<file path="config.mk">
export PLATFORM = sky130hd
export DESIGN_NAME = lthc_ctrl
export DESIGN_NICKNAME = d
export VERILOG_FILES = /design/src/sv/lthc_pkg.sv /design/src/sv/lthc_ctrl.sv
export SDC_FILE = /design/constraint.sdc
export NUM_CORES = 1
export LEC_CHECK = 0
export BUFFER_PORTS_ARGS = -buffer_cell sky130_fd_sc_hd__buf_2
export CORE_MARGIN = 2
export CORE_UTILIZATION = 41
export DETAILED_ROUTE_END_ITERATION = 8
export PLACE_DENSITY = 0.77
export SYNTH_ARGS = -nofsm -noshare
export SYNTH_HDL_FRONTEND = slang
export SYNTH_SLANG_ARGS = --single-unit
</file>
<file path="constraint.sdc">
create_clock -name clk -period 1.5 [get_ports clk]
set_input_delay 0.225 -clock clk [delete_from_list [all_inputs] [get_ports clk]]
set_output_delay 0.225 -clock clk [all_outputs]
set_load 0.005 [all_outputs]
</file>
<file path="src/sv/lthc_pkg.sv">
package lthc_pkg;

    localparam int CAPACITY = 64;
    localparam int RANK_W   = $clog2(CAPACITY);
    localparam int COUNT_W  = 7;
    localparam int MAX_W    = 7;
    localparam int KEY_W    = 47;
    localparam int TEX_W    = 32;
    localparam int OP_W     = 2;
    localparam int IN_TDATA_W  = 80;
    localparam int OUT_TDATA_W = 80;

    typedef enum logic [OP_W-1:0] {
        OP_FIND   = 2'd0,
        OP_INSERT = 2'd1,
        OP_REMOVE = 2'd2,
        OP_CLEAR  = 2'd3
    } op_t;

    typedef enum logic [2:0] {
        ST_IDLE,
        ST_SEARCH,
        ST_RESOLVE,
        ST_ACT,
        ST_CHECK
    } state_t;

    typedef enum logic [1:0] {
        SM_KEY,
        SM_RANK,
        SM_FREE
    } smode_t;

    typedef enum logic [1:0] {
        RK_HOLD,
        RK_ZERO,
        RK_INC,
        RK_LAST
    } rank_op_t;

    typedef enum logic [2:0] {
        UPD_NONE,
        UPD_NEWEST,
        UPD_DROP,
        UPD_FILL,
        UPD_CLEAR
    } upd_t;

    typedef struct packed {
        logic     load;
        logic     search;
        logic     resolve;
        logic     set_final;
        smode_t   mode;
        op_t      op;
        rank_op_t rank_op;
        upd_t     upd;
        logic     tex_wr;
        logic     emit;
        logic     e_hit;
        logic     e_found;
        logic     e_freed;
        logic     e_last;
    } dp_cmd_t;

    typedef struct packed {
        logic hit;
        logic out_free;
        logic at_limit;
        logic evict_final;
        logic rank_last;
        logic empty;
    } dp_status_t;

endpackage

</file>
<file path="src/sv/lthc_ctrl.sv">
module lthc_ctrl (
    input  logic                clk,
    input  logic                rst_n,
    input  logic                in_valid,
    input  lthc_pkg::op_t       in_op,
    output logic                in_ready,
    input  lthc_pkg::dp_status_t status,
    output lthc_pkg::dp_cmd_t   cmd
);
    import lthc_pkg::*;

    state_t state_reg, state_next;
    op_t    op_reg, op_next;
    smode_t mode_reg, mode_next;
    logic   evicted_reg, evicted_next;
    logic   in_fire;
    logic   act_emits;
    logic   act_go;

    assign in_fire = in_valid && (state_reg == ST_IDLE);

    // insert produces no result on a key miss, nor on the fill after evictions
    assign act_emits = (state_reg == ST_ACT) &&
        !((op_reg == OP_INSERT) &&
          (((mode_reg == SM_KEY) && !status.hit) || ((mode_reg == SM_FREE) && evicted_reg)));
    assign act_go = (state_reg == ST_ACT) && (!act_emits || status.out_free);

    always_ff @(posedge clk or negedge rst_n)
    begin
        if (!rst_n)
        begin
            state_reg   <= ST_IDLE;
            op_reg      <= OP_FIND;
            mode_reg    <= SM_KEY;
            evicted_reg <= 1'b0;
        end
        else
        begin
            state_reg   <= state_next;
            op_reg      <= op_next;
            mode_reg    <= mode_next;
            evicted_reg <= evicted_next;
        end
    end

    always_comb
    begin
        state_next   = state_reg;
        op_next      = op_reg;
        mode_next    = mode_reg;
        evicted_next = evicted_reg;
        unique case (state_reg)
            ST_IDLE:
            begin
                if (in_fire)
                begin
                    op_next      = in_op;
                    evicted_next = 1'b0;
                    mode_next    = (in_op == OP_CLEAR) ? SM_RANK : SM_KEY;
                    state_next   = ST_SEARCH;
                end
            end
            ST_SEARCH:  state_next = ST_RESOLVE;
            ST_RESOLVE: state_next = ST_ACT;
            ST_ACT:
            begin
                if (act_go)
                begin
                    unique case (op_reg)
                        OP_FIND, OP_REMOVE: state_next = ST_IDLE;
                        OP_INSERT:
                        begin
                            unique case (mode_reg)
                                SM_KEY:  state_next = status.hit ? ST_IDLE : ST_CHECK;
                                SM_RANK:
                                begin
                                    evicted_next = 1'b1;
                                    state_next   = ST_CHECK;
                                end
                                default: state_next = ST_IDLE;
                            endcase
                        end
                        OP_CLEAR:
                            state_next = (status.empty || status.rank_last) ? ST_IDLE : ST_SEARCH;
                    endcase
                end
            end
            ST_CHECK:
            begin
                mode_next  = status.at_limit ? SM_RANK : SM_FREE;
                state_next = ST_SEARCH;
            end
            default: state_next = ST_IDLE;
        endcase
    end

    always_comb
    begin
        in_ready = (state_reg == ST_IDLE);
        cmd      = '0;
        cmd.op   = op_reg;
        cmd.mode = mode_reg;
        unique case (state_reg)
            ST_IDLE:
            begin
                cmd.load = in_fire;
                if (in_fire)
                    cmd.rank_op = RK_ZERO;
            end
            ST_SEARCH:  cmd.search = 1'b1;
            ST_RESOLVE:
            begin
                cmd.resolve   = 1'b1;
                cmd.set_final = (mode_reg == SM_KEY) || (op_reg == OP_CLEAR);
            end
            ST_ACT:
            begin
                if (act_go)
                begin
                    cmd.emit = act_emits;
                    unique case (op_reg)
                        OP_FIND:
                        begin
                            cmd.e_hit   = 1'b1;
                            cmd.e_found = status.hit;
                            cmd.e_last  = 1'b1;
                            cmd.upd     = status.hit ? UPD_NEWEST : UPD_NONE;
                        end
                        OP_REMOVE:
                        begin
                            cmd.e_hit   = 1'b1;
                            cmd.e_freed = status.hit;
                            cmd.e_last  = 1'b1;
                            cmd.upd     = status.hit ? UPD_DROP : UPD_NONE;
                        end
                        OP_INSERT:
                        begin
                            unique case (mode_reg)
                                SM_KEY:
                                begin
                                    cmd.e_hit   = 1'b1;
                                    cmd.e_freed = 1'b1;
                                    cmd.e_last  = 1'b1;
                                    cmd.tex_wr  = status.hit;
                                    cmd.upd     = status.hit ? UPD_NEWEST : UPD_NONE;
                                end
                                SM_RANK:
                                begin
                                    cmd.e_freed = 1'b1;
                                    cmd.e_last  = status.evict_final;
                                    cmd.upd     = UPD_DROP;
                                end
                                default:
                                begin
                                    cmd.e_last = 1'b1;
                                    cmd.tex_wr = 1'b1;
                                    cmd.upd    = UPD_FILL;
                                end
                            endcase
                        end
                        OP_CLEAR:
                        begin
                            if (status.empty)
                            begin
                                cmd.e_last = 1'b1;
                            end
                            else
                            begin
                                cmd.e_freed = 1'b1;
                                cmd.e_last  = status.rank_last;
                                if (status.rank_last)
                                    cmd.upd = UPD_CLEAR;
                                else
                                    cmd.rank_op = RK_INC;
                            end
                        end
                    endcase
                end
            end
            ST_CHECK:
            begin
                if (status.at_limit)
                    cmd.rank_op = RK_LAST;
            end
            default: cmd = '0;
        endcase
    end

endmodule

</file>
==> summary.md, run 1 <==
| Metric | Value |
|---|---|
| Max-slew violation total from the final report | `0` |
| Global-route wire length before repair | `3.77 mm` |
| Max Buffers Root-to-Sink | `2` |
| Ys Warns | `0` |
| Die Span X | `45.0 µm` |
| Remaining antenna violation count after routing | `0` |
| Worst hold-check path type | `primary input to flop` |
| Cells after Synth | `85` |
| Crit Path Category | `flop to output pin` |
| Hold Vio Cnt, Final | `0` |
| Fill count | `95` |
| Cell area reported after detailed placement | `966 µm²` |
| Sink Count | `8` |
| Share of post-route cells with drive strength above 1 | `64.8%` |
| Clk Tree Root Cell | `clkbuf_4` |
| Fin Clk Skew | `0.00471 ns` |
| Clock-pin slew on the worst setup and hold paths | `0.06 ns` |
| Maximum achievable frequency | `0.532 GHz` |
| Row count | `14` |
| Setup repair after global routing missed its margin | `true` |
| Initial detailed-routing violation count | `35` |
| Tightest hold margin | `0.216 ns` |
| Mapped cell area | `688 µm²` |
| Count of maximum capacitance violations | `0` |
| Syn-to-layout area delta | `85.5%` |
| Final WL | `2.80 mm` |
| DIE AREA | `2020 µm²` |
| Port Buf Inserts | `30` |
| Effective utilization at floorplan | `44.6%` |
| Leading register cell type out of synthesis | `dfrtp_1` |
| Largest stage delay, worst path | `0.45 ns` |
| Area contributors post-synth | `dfrtp_1 (29%), nand2_1 (6.0%), nor3_1 (4.4%)` |
| Post-synth EDFFs | `0` |
| Count of antenna diodes in the layout | `0` |
| Seq cells post-synth | `8` |
| Run status | `finished, violations left` |
| Largest net degree at the start of global routing | `12` |
| Worst setup margin | `-0.379 ns` |
| Max IR drop VDD | `0.00103 V` |
| Global router's overall resource usage | `25.6%` |
| Per-cell via count in the routed design | `5.88` |
| Flip-flop count of the largest register, all copies and words added | `3` |
| WL per Instance | `17.7 µm` |
| CTS H-tree depth | `1` |
| Arrival @ worst endpoint | `1.65 ns` |
| Top cell type's share of synthesized area | `29.1%` |
| Syn Area/Cell | `8.10 µm²` |
| Number of primary I/O pins | `31` |
| Share of flip-flops with an asynchronous set or reset | `100%` |
| Relative slew slack | `78.8%` |
| Worst setup slack before clock tree synthesis | `-0.132 ns` |
| Top cell types by occurrence after synthesis | `nand2_1 (11), dfrtp_1 (8), nor2_1 (6), nor3_1 (6)` |
| Worst reg2reg setup slack | `-0.03 ns` |
| Total grt overflow | `0` |
| Post-layout total power | `2.31 mW` |
| Capturing element type of the critical path | `output pin` |
| Failing checks | `setup timing` |
| Initial antenna violation count | `0` |
| Clock Latency Late Sink | `0.27 ns` |
| Portion of the post-synthesis area used by sequential elements | `29.1%` |
| Kind of start point of the critical path | `flop` |
| Biggest area consumer among synthesized cells | `dfrtp_1` |
| List of cells traversed by the critical path | `nor3b_4 -> a31oi_1 -> buf_4 -> nor3_1 -> buf_2` |
| CP max FO | `11` |
| Distinct cells, synth | `38` |
| Via count of the first global-routing pass | `851` |
| Routability-driven placement congestion ratio | `0.819` |
| Cell with the largest stage delay on the worst path | `dfrtp_2` |
| CTS tree | `yes` |
| Lkg Pwr | `0.627 nW` |
| Post-DP HPWL | `1.51 mm` |
| Worst-margin pin slew | `0.314 ns` |
| Die Ht | `45.0 µm` |
| Final number of setup-violating endpoints | `17` |
| Most instantiated library cell after synthesis | `nand2_1` |
| Count of nets after finishing | `155` |
| Vias after detailed routing | `929` |
| Power density of the placed cells | `1810 nW/µm²` |
| Number of nets in the synthesized netlist | `96` |
| Clock period minus final worst setup slack | `1.88 ns` |
| Share of the clock period used by the worst path after layout | `125%` |
| Detailed-route DRC error count | `0` |
| Finished layout cell area | `1280 µm²` |
| Final-layout setup total negative slack | `-3.56 ns` |
| First-pass iteration count of the detailed router | `4` |
| Placeable core region | `1540 µm²` |
| Required time of the worst setup path | `1.27 ns` |
| Cts bufs inserted | `3` |
worst max-delay path: cells and delay by family, from the launching register on:
| kind | cells | cell delay (ns) |
|---|---|---|
| DFF | 1 | 0.45 |
| and+or+nand+nor | 2 | 0.46 |
| buffers and inverters | 2 | 0.38 |
| AOI/OAI and AO/OA | 1 | 0.10 |
kinds of logic (layout without fill, tap and decap cells):
family	Yosys count	count (layout)	synth area share, %
AND/OR/NAND/NOR	49	49	42.4
AO/OA/AOI/OAI	18	18	18.4
buffers and inverters	10	67	10.2
flip-flops	8	8	29.1
through the flow:
stage | utilization, % | cells
after floorplan | - | 85
after global placement | 62.7 | 144
after detailed placement | 62.7 | 144
after CTS | 74.6 | 156
after global routing | 82.8 | 158
final | 82.8 | 158
path summary, 6_finish.rpt:
check / from / end / cells after the start
min in group asynchronous: rst_n / state_reg[2]$_DFFE_PN0P_ / 2
max in group asynchronous: rst_n / state_reg[1]$_DFFE_PN0P_ / 2
worst min-delay path: in_op[0] / op_reg[0]$_DFFE_PN0P_ / 3
worst max-delay path: op_reg[1]$_DFFE_PN0P_ / cmd[8] / 5
worst max register to register: state_reg[2]$_DFFE_PN0P_ / mode_reg[0]$_DFFE_PN0P_ / 5
worst min register to register: evicted_reg$_DFFE_PN0P_ / evicted_reg$_DFFE_PN0P_ / 2
cells in the final DEF (no fill, tap or decap), drive strengths merged, types with 3 or more instances in the layout:
master   n
dfrtp    8
a31oi    4
nor2     6
buf     61
clkbuf   3
nor3     6
nand2   11
and2     4
nand2b   4
where the power goes:
part / total [mW] / switching (mW) / internal [mW]
clock network: 0.177 / 0.0842 / 0.0923
registers: 0.422 / 0.116 / 0.306
logic: 1.71 / 0.814 / 0.893
what timing repair did:
| action | CTS | global route |
|---|---|---|
| pin swaps | 7 | 8 |
| gates resized for setup | 21 | 23 |
| endpoints found under the hold margin | 8 | 0 |
| endpoints found under the setup margin | 17 | 21 |
| hold buffers | 1 | 0 |
| buffers inserted | 8 | 3 |
per-layer routing:
layer	track usage (%)	part of all wire (%)
met3	2.80	4.8
met2	47.7	53
met4	8.24	3.9
met1	30.2	38
met5	0	0
area by class of cell:
class / instances / area [µm²] / share of cell area [%]
inverters: 2 / 20.0 / 1.57
well taps: 16 / 20.0 / 1.57
flip-flops and latches: 8 / 204 / 16.0
clock buffers: 3 / 22.5 / 1.76
repair buffers: 62 / 422 / 33.0
multi-input cells: 67 / 588 / 46.1
Note: power is estimated with default switching activity, not from simulation.
==> inputs of run 2 (changes only) <==
Settings changed: CORE_UTILIZATION 41 to 49, PLACE_DENSITY 0.77 to 0.86.
Clock period 1.5 ns to 2.3 ns, I/O delays scaled along.
==> run 2 against run 1 <==
  * Via count fell by 20%
  * The run now ends clean
  * Cell count fell by 20%
  * Largest power group unchanged
  * Sequential share of layout area rose by 7.2 points
  * Combinational power fell by 68%
  * Wire length fell by 37%
  * Register-to-register slack improved by 0.78 ns
  * Die area fell by 15%
  * Sequential power fell by 27%
  * Critical endpoint is now cmd[10]
  * Critical path depth fell by 2
==> summary.md, run 2 (synthesis gave the netlist of run 1 again) <==
| Metric | Value |
|---|---|
| Final standard cell count with taps included and fillers excluded | `127` |
| Sink Count | `8` |
| Total grt overflow | `0` |
| Capturing element type of the critical path | `output pin` |
| Vias after detailed routing | `745` |
| Max IR drop VDD | `0.000585 V` |
| Maximum achievable frequency | `0.463 GHz` |
| Crit Path Category | `flop to output pin` |
| Global-route wire length before repair | `2.83 mm` |
| Count of buffer and inverter cells on the critical path | `1` |
| Global router's overall resource usage | `21.0%` |
| Count of antenna diodes in the layout | `0` |
| Worst-margin pin slew | `0.610 ns` |
| Clock Latency Late Sink | `0.26 ns` |
| Effective utilization at floorplan | `52.9%` |
| Power density of the placed cells | `1110 nW/µm²` |
| Share of the clock period used by the worst path after layout | `94.0%` |
| Cell-internal power | `0.518 mW` |
| Final WL | `1.76 mm` |
| Hold Vio Cnt, Final | `0` |
| Post-DP HPWL | `1.31 mm` |
| Placeable core region | `1300 µm²` |
| Post-CTS setup buffer count | `0` |
| Count of nets after finishing | `125` |
| First-pass iteration count of the detailed router | `5` |
| Detailed-route DRC error count | `0` |
| Cts bufs inserted | `3` |
| Via count of the first global-routing pass | `672` |
| Final-layout setup total negative slack | `0 ns` |
| Die Span X | `41.5 µm` |
| Kind of start point of the critical path | `flop` |
| Arrival @ worst endpoint | `1.82 ns` |
| Post-Place Cells | `123` |
| Family with the most delay on the worst path | `simple AND/OR/NAND/NOR gates` |
| Run status | `finished clean` |
| Setup repair after global routing missed its margin | `false` |
| Commonest non-fill, non-tap cells in the layout | `buf_2 (30), nand2_1 (11), dfrtp_1 (8), nor3_1 (6), nor2_1 (6)` |
| Lkg Pwr | `0.424 nW` |
| Net switching component of the power | `0.440 mW` |
| Share of post-route cells with drive strength above 1 | `38.4%` |
| Cell with the largest stage delay on the worst path | `or4bb_1` |
| Initial detailed-routing violation count | `9` |
| Clk network pwr share | `11.2%` |
| CP max FO | `13` |
| Port Buf Inserts | `30` |
| Number of primary I/O pins | `31` |
| Largest stage delay, worst path | `0.61 ns` |
| Combinational cell fraction of total power | `56.5%` |
| Max Buffers Root-to-Sink | `2` |
| Remaining antenna violation count after routing | `0` |
| Die Ht | `41.5 µm` |
| CTS tree | `yes` |
| Per-cell via count in the routed design | `5.87` |
| WL per Instance | `13.8 µm` |
| CTS H-tree depth | `1` |
| DIE AREA | `1720 µm²` |
| Final number of setup-violating endpoints | `0` |
| Worst hold-check path type | `primary input to flop` |
| Max-slew violation total from the final report | `0` |
| Clk Tree Root Cell | `clkbuf_4` |
| Row count | `13` |
| Relative slew slack | `59.2%` |
| Share of total power in sequential cells | `32.3%` |
| Syn-to-layout area delta | `25.6%` |
| Proportion of total power due to net switching | `45.9%` |
| Count of maximum capacitance violations | `0` |
| Flip-flop count of the largest register, all copies and words added | `3` |
| Clock period minus final worst setup slack | `2.16 ns` |
| Commonest non-fill, non-tap cell in the layout | `buf_2` |
| Initial antenna violation count | `0` |
| Clock-pin slew on the worst setup and hold paths | `0.05 ns` |
| Fin Clk Skew | `0.0109 ns` |
| Post-layout total power | `0.958 mW` |
| Largest net degree at the start of global routing | `14` |
| Required time of the worst setup path | `1.96 ns` |
| Routability-driven placement congestion ratio | `0.887` |
| List of cells traversed by the critical path | `or4bb_1 -> o31ai_1 -> buf_2` |
-- run 2: final timing paths --
path | start | to | slack [ns] | cells after the start
hold / removal | in_op[1] | op_reg[1]$_DFFE_PN0P_ | 0.32 | 3
min in group asynchronous | rst_n | state_reg[1]$_DFFE_PN0P_ | 0.45 | 2
max in group asynchronous | rst_n | mode_reg[1]$_DFFE_PN0P_ | 1.67 | 2
setup reg to reg | state_reg[0]$_DFFE_PN0P_ | mode_reg[1]$_DFFE_PN0P_ | 0.75 | 2
hold reg to reg | evicted_reg$_DFFE_PN0P_ | evicted_reg$_DFFE_PN0P_ | 0.50 | 2
setup / recovery | op_reg[1]$_DFFE_PN0P_ | cmd[10] | 0.14 | 3
-- run 2: layout make-up --
| type | count | area [µm²] |
|---|---|---|
| well taps | 15 | 18.8 |
| clock buffers | 3 | 22.5 |
| inverters | 2 | 20.0 |
| multi-input cells | 67 | 435 |
| flip-flops and latches | 8 | 200 |
| fillers | 118 | 437 |
| repair buffers | 32 | 168 |
-- run 2: tightest hold or removal path, stage by stage --
cell	delay [ns]
buf_2	0.09
nand2_1	0.05
nand2_1	0.05
-- run 2: metrics by stage --
stage / util, % / setup WS [ns] / hold WS [ns] / area, µm²
final: 66.4 / 0.139 / 0.318 / 865
after global placement: 62.6 / 0.290 / 0.191 / 815
after CTS: 65.6 / 0.0689 / 0.310 / 853
after global routing: 66.4 / 0.0227 / 0.318 / 865
after detailed placement: 62.6 / 0.175 / 0.192 / 815
after floorplan: - / 0.701 / 0.0494 / 688
-- run 2: layer usage --
layer / track usage, % / share of wire, %
met1: 23.2 / 41
met2: 35.6 / 53
met3: 4.35 / 5.3
met4: 14.2 / 1.2
met5: 0 / 0
-- run 2: what timing repair did --
item	4_1_cts	5_1_grt
pin swaps	0	0
endpoints found under the setup margin	9	5
resized for setup	1	2
hold buffers	1	0
endpoints found under the hold margin	8	0
-- run 2: power groups by stage --
stage	Sequential, mW	Combinational [mW]	Clock [mW]
4_1_cts	0.299	0.533	0.111
6_report	0.309	0.541	0.107
3_3_place_gp	0.294	0.508	0
3_5_place_dp	0.302	0.525	0
5_1_grt	0.321	0.591	0.117
2_1_floorplan	0.229	0.442	0
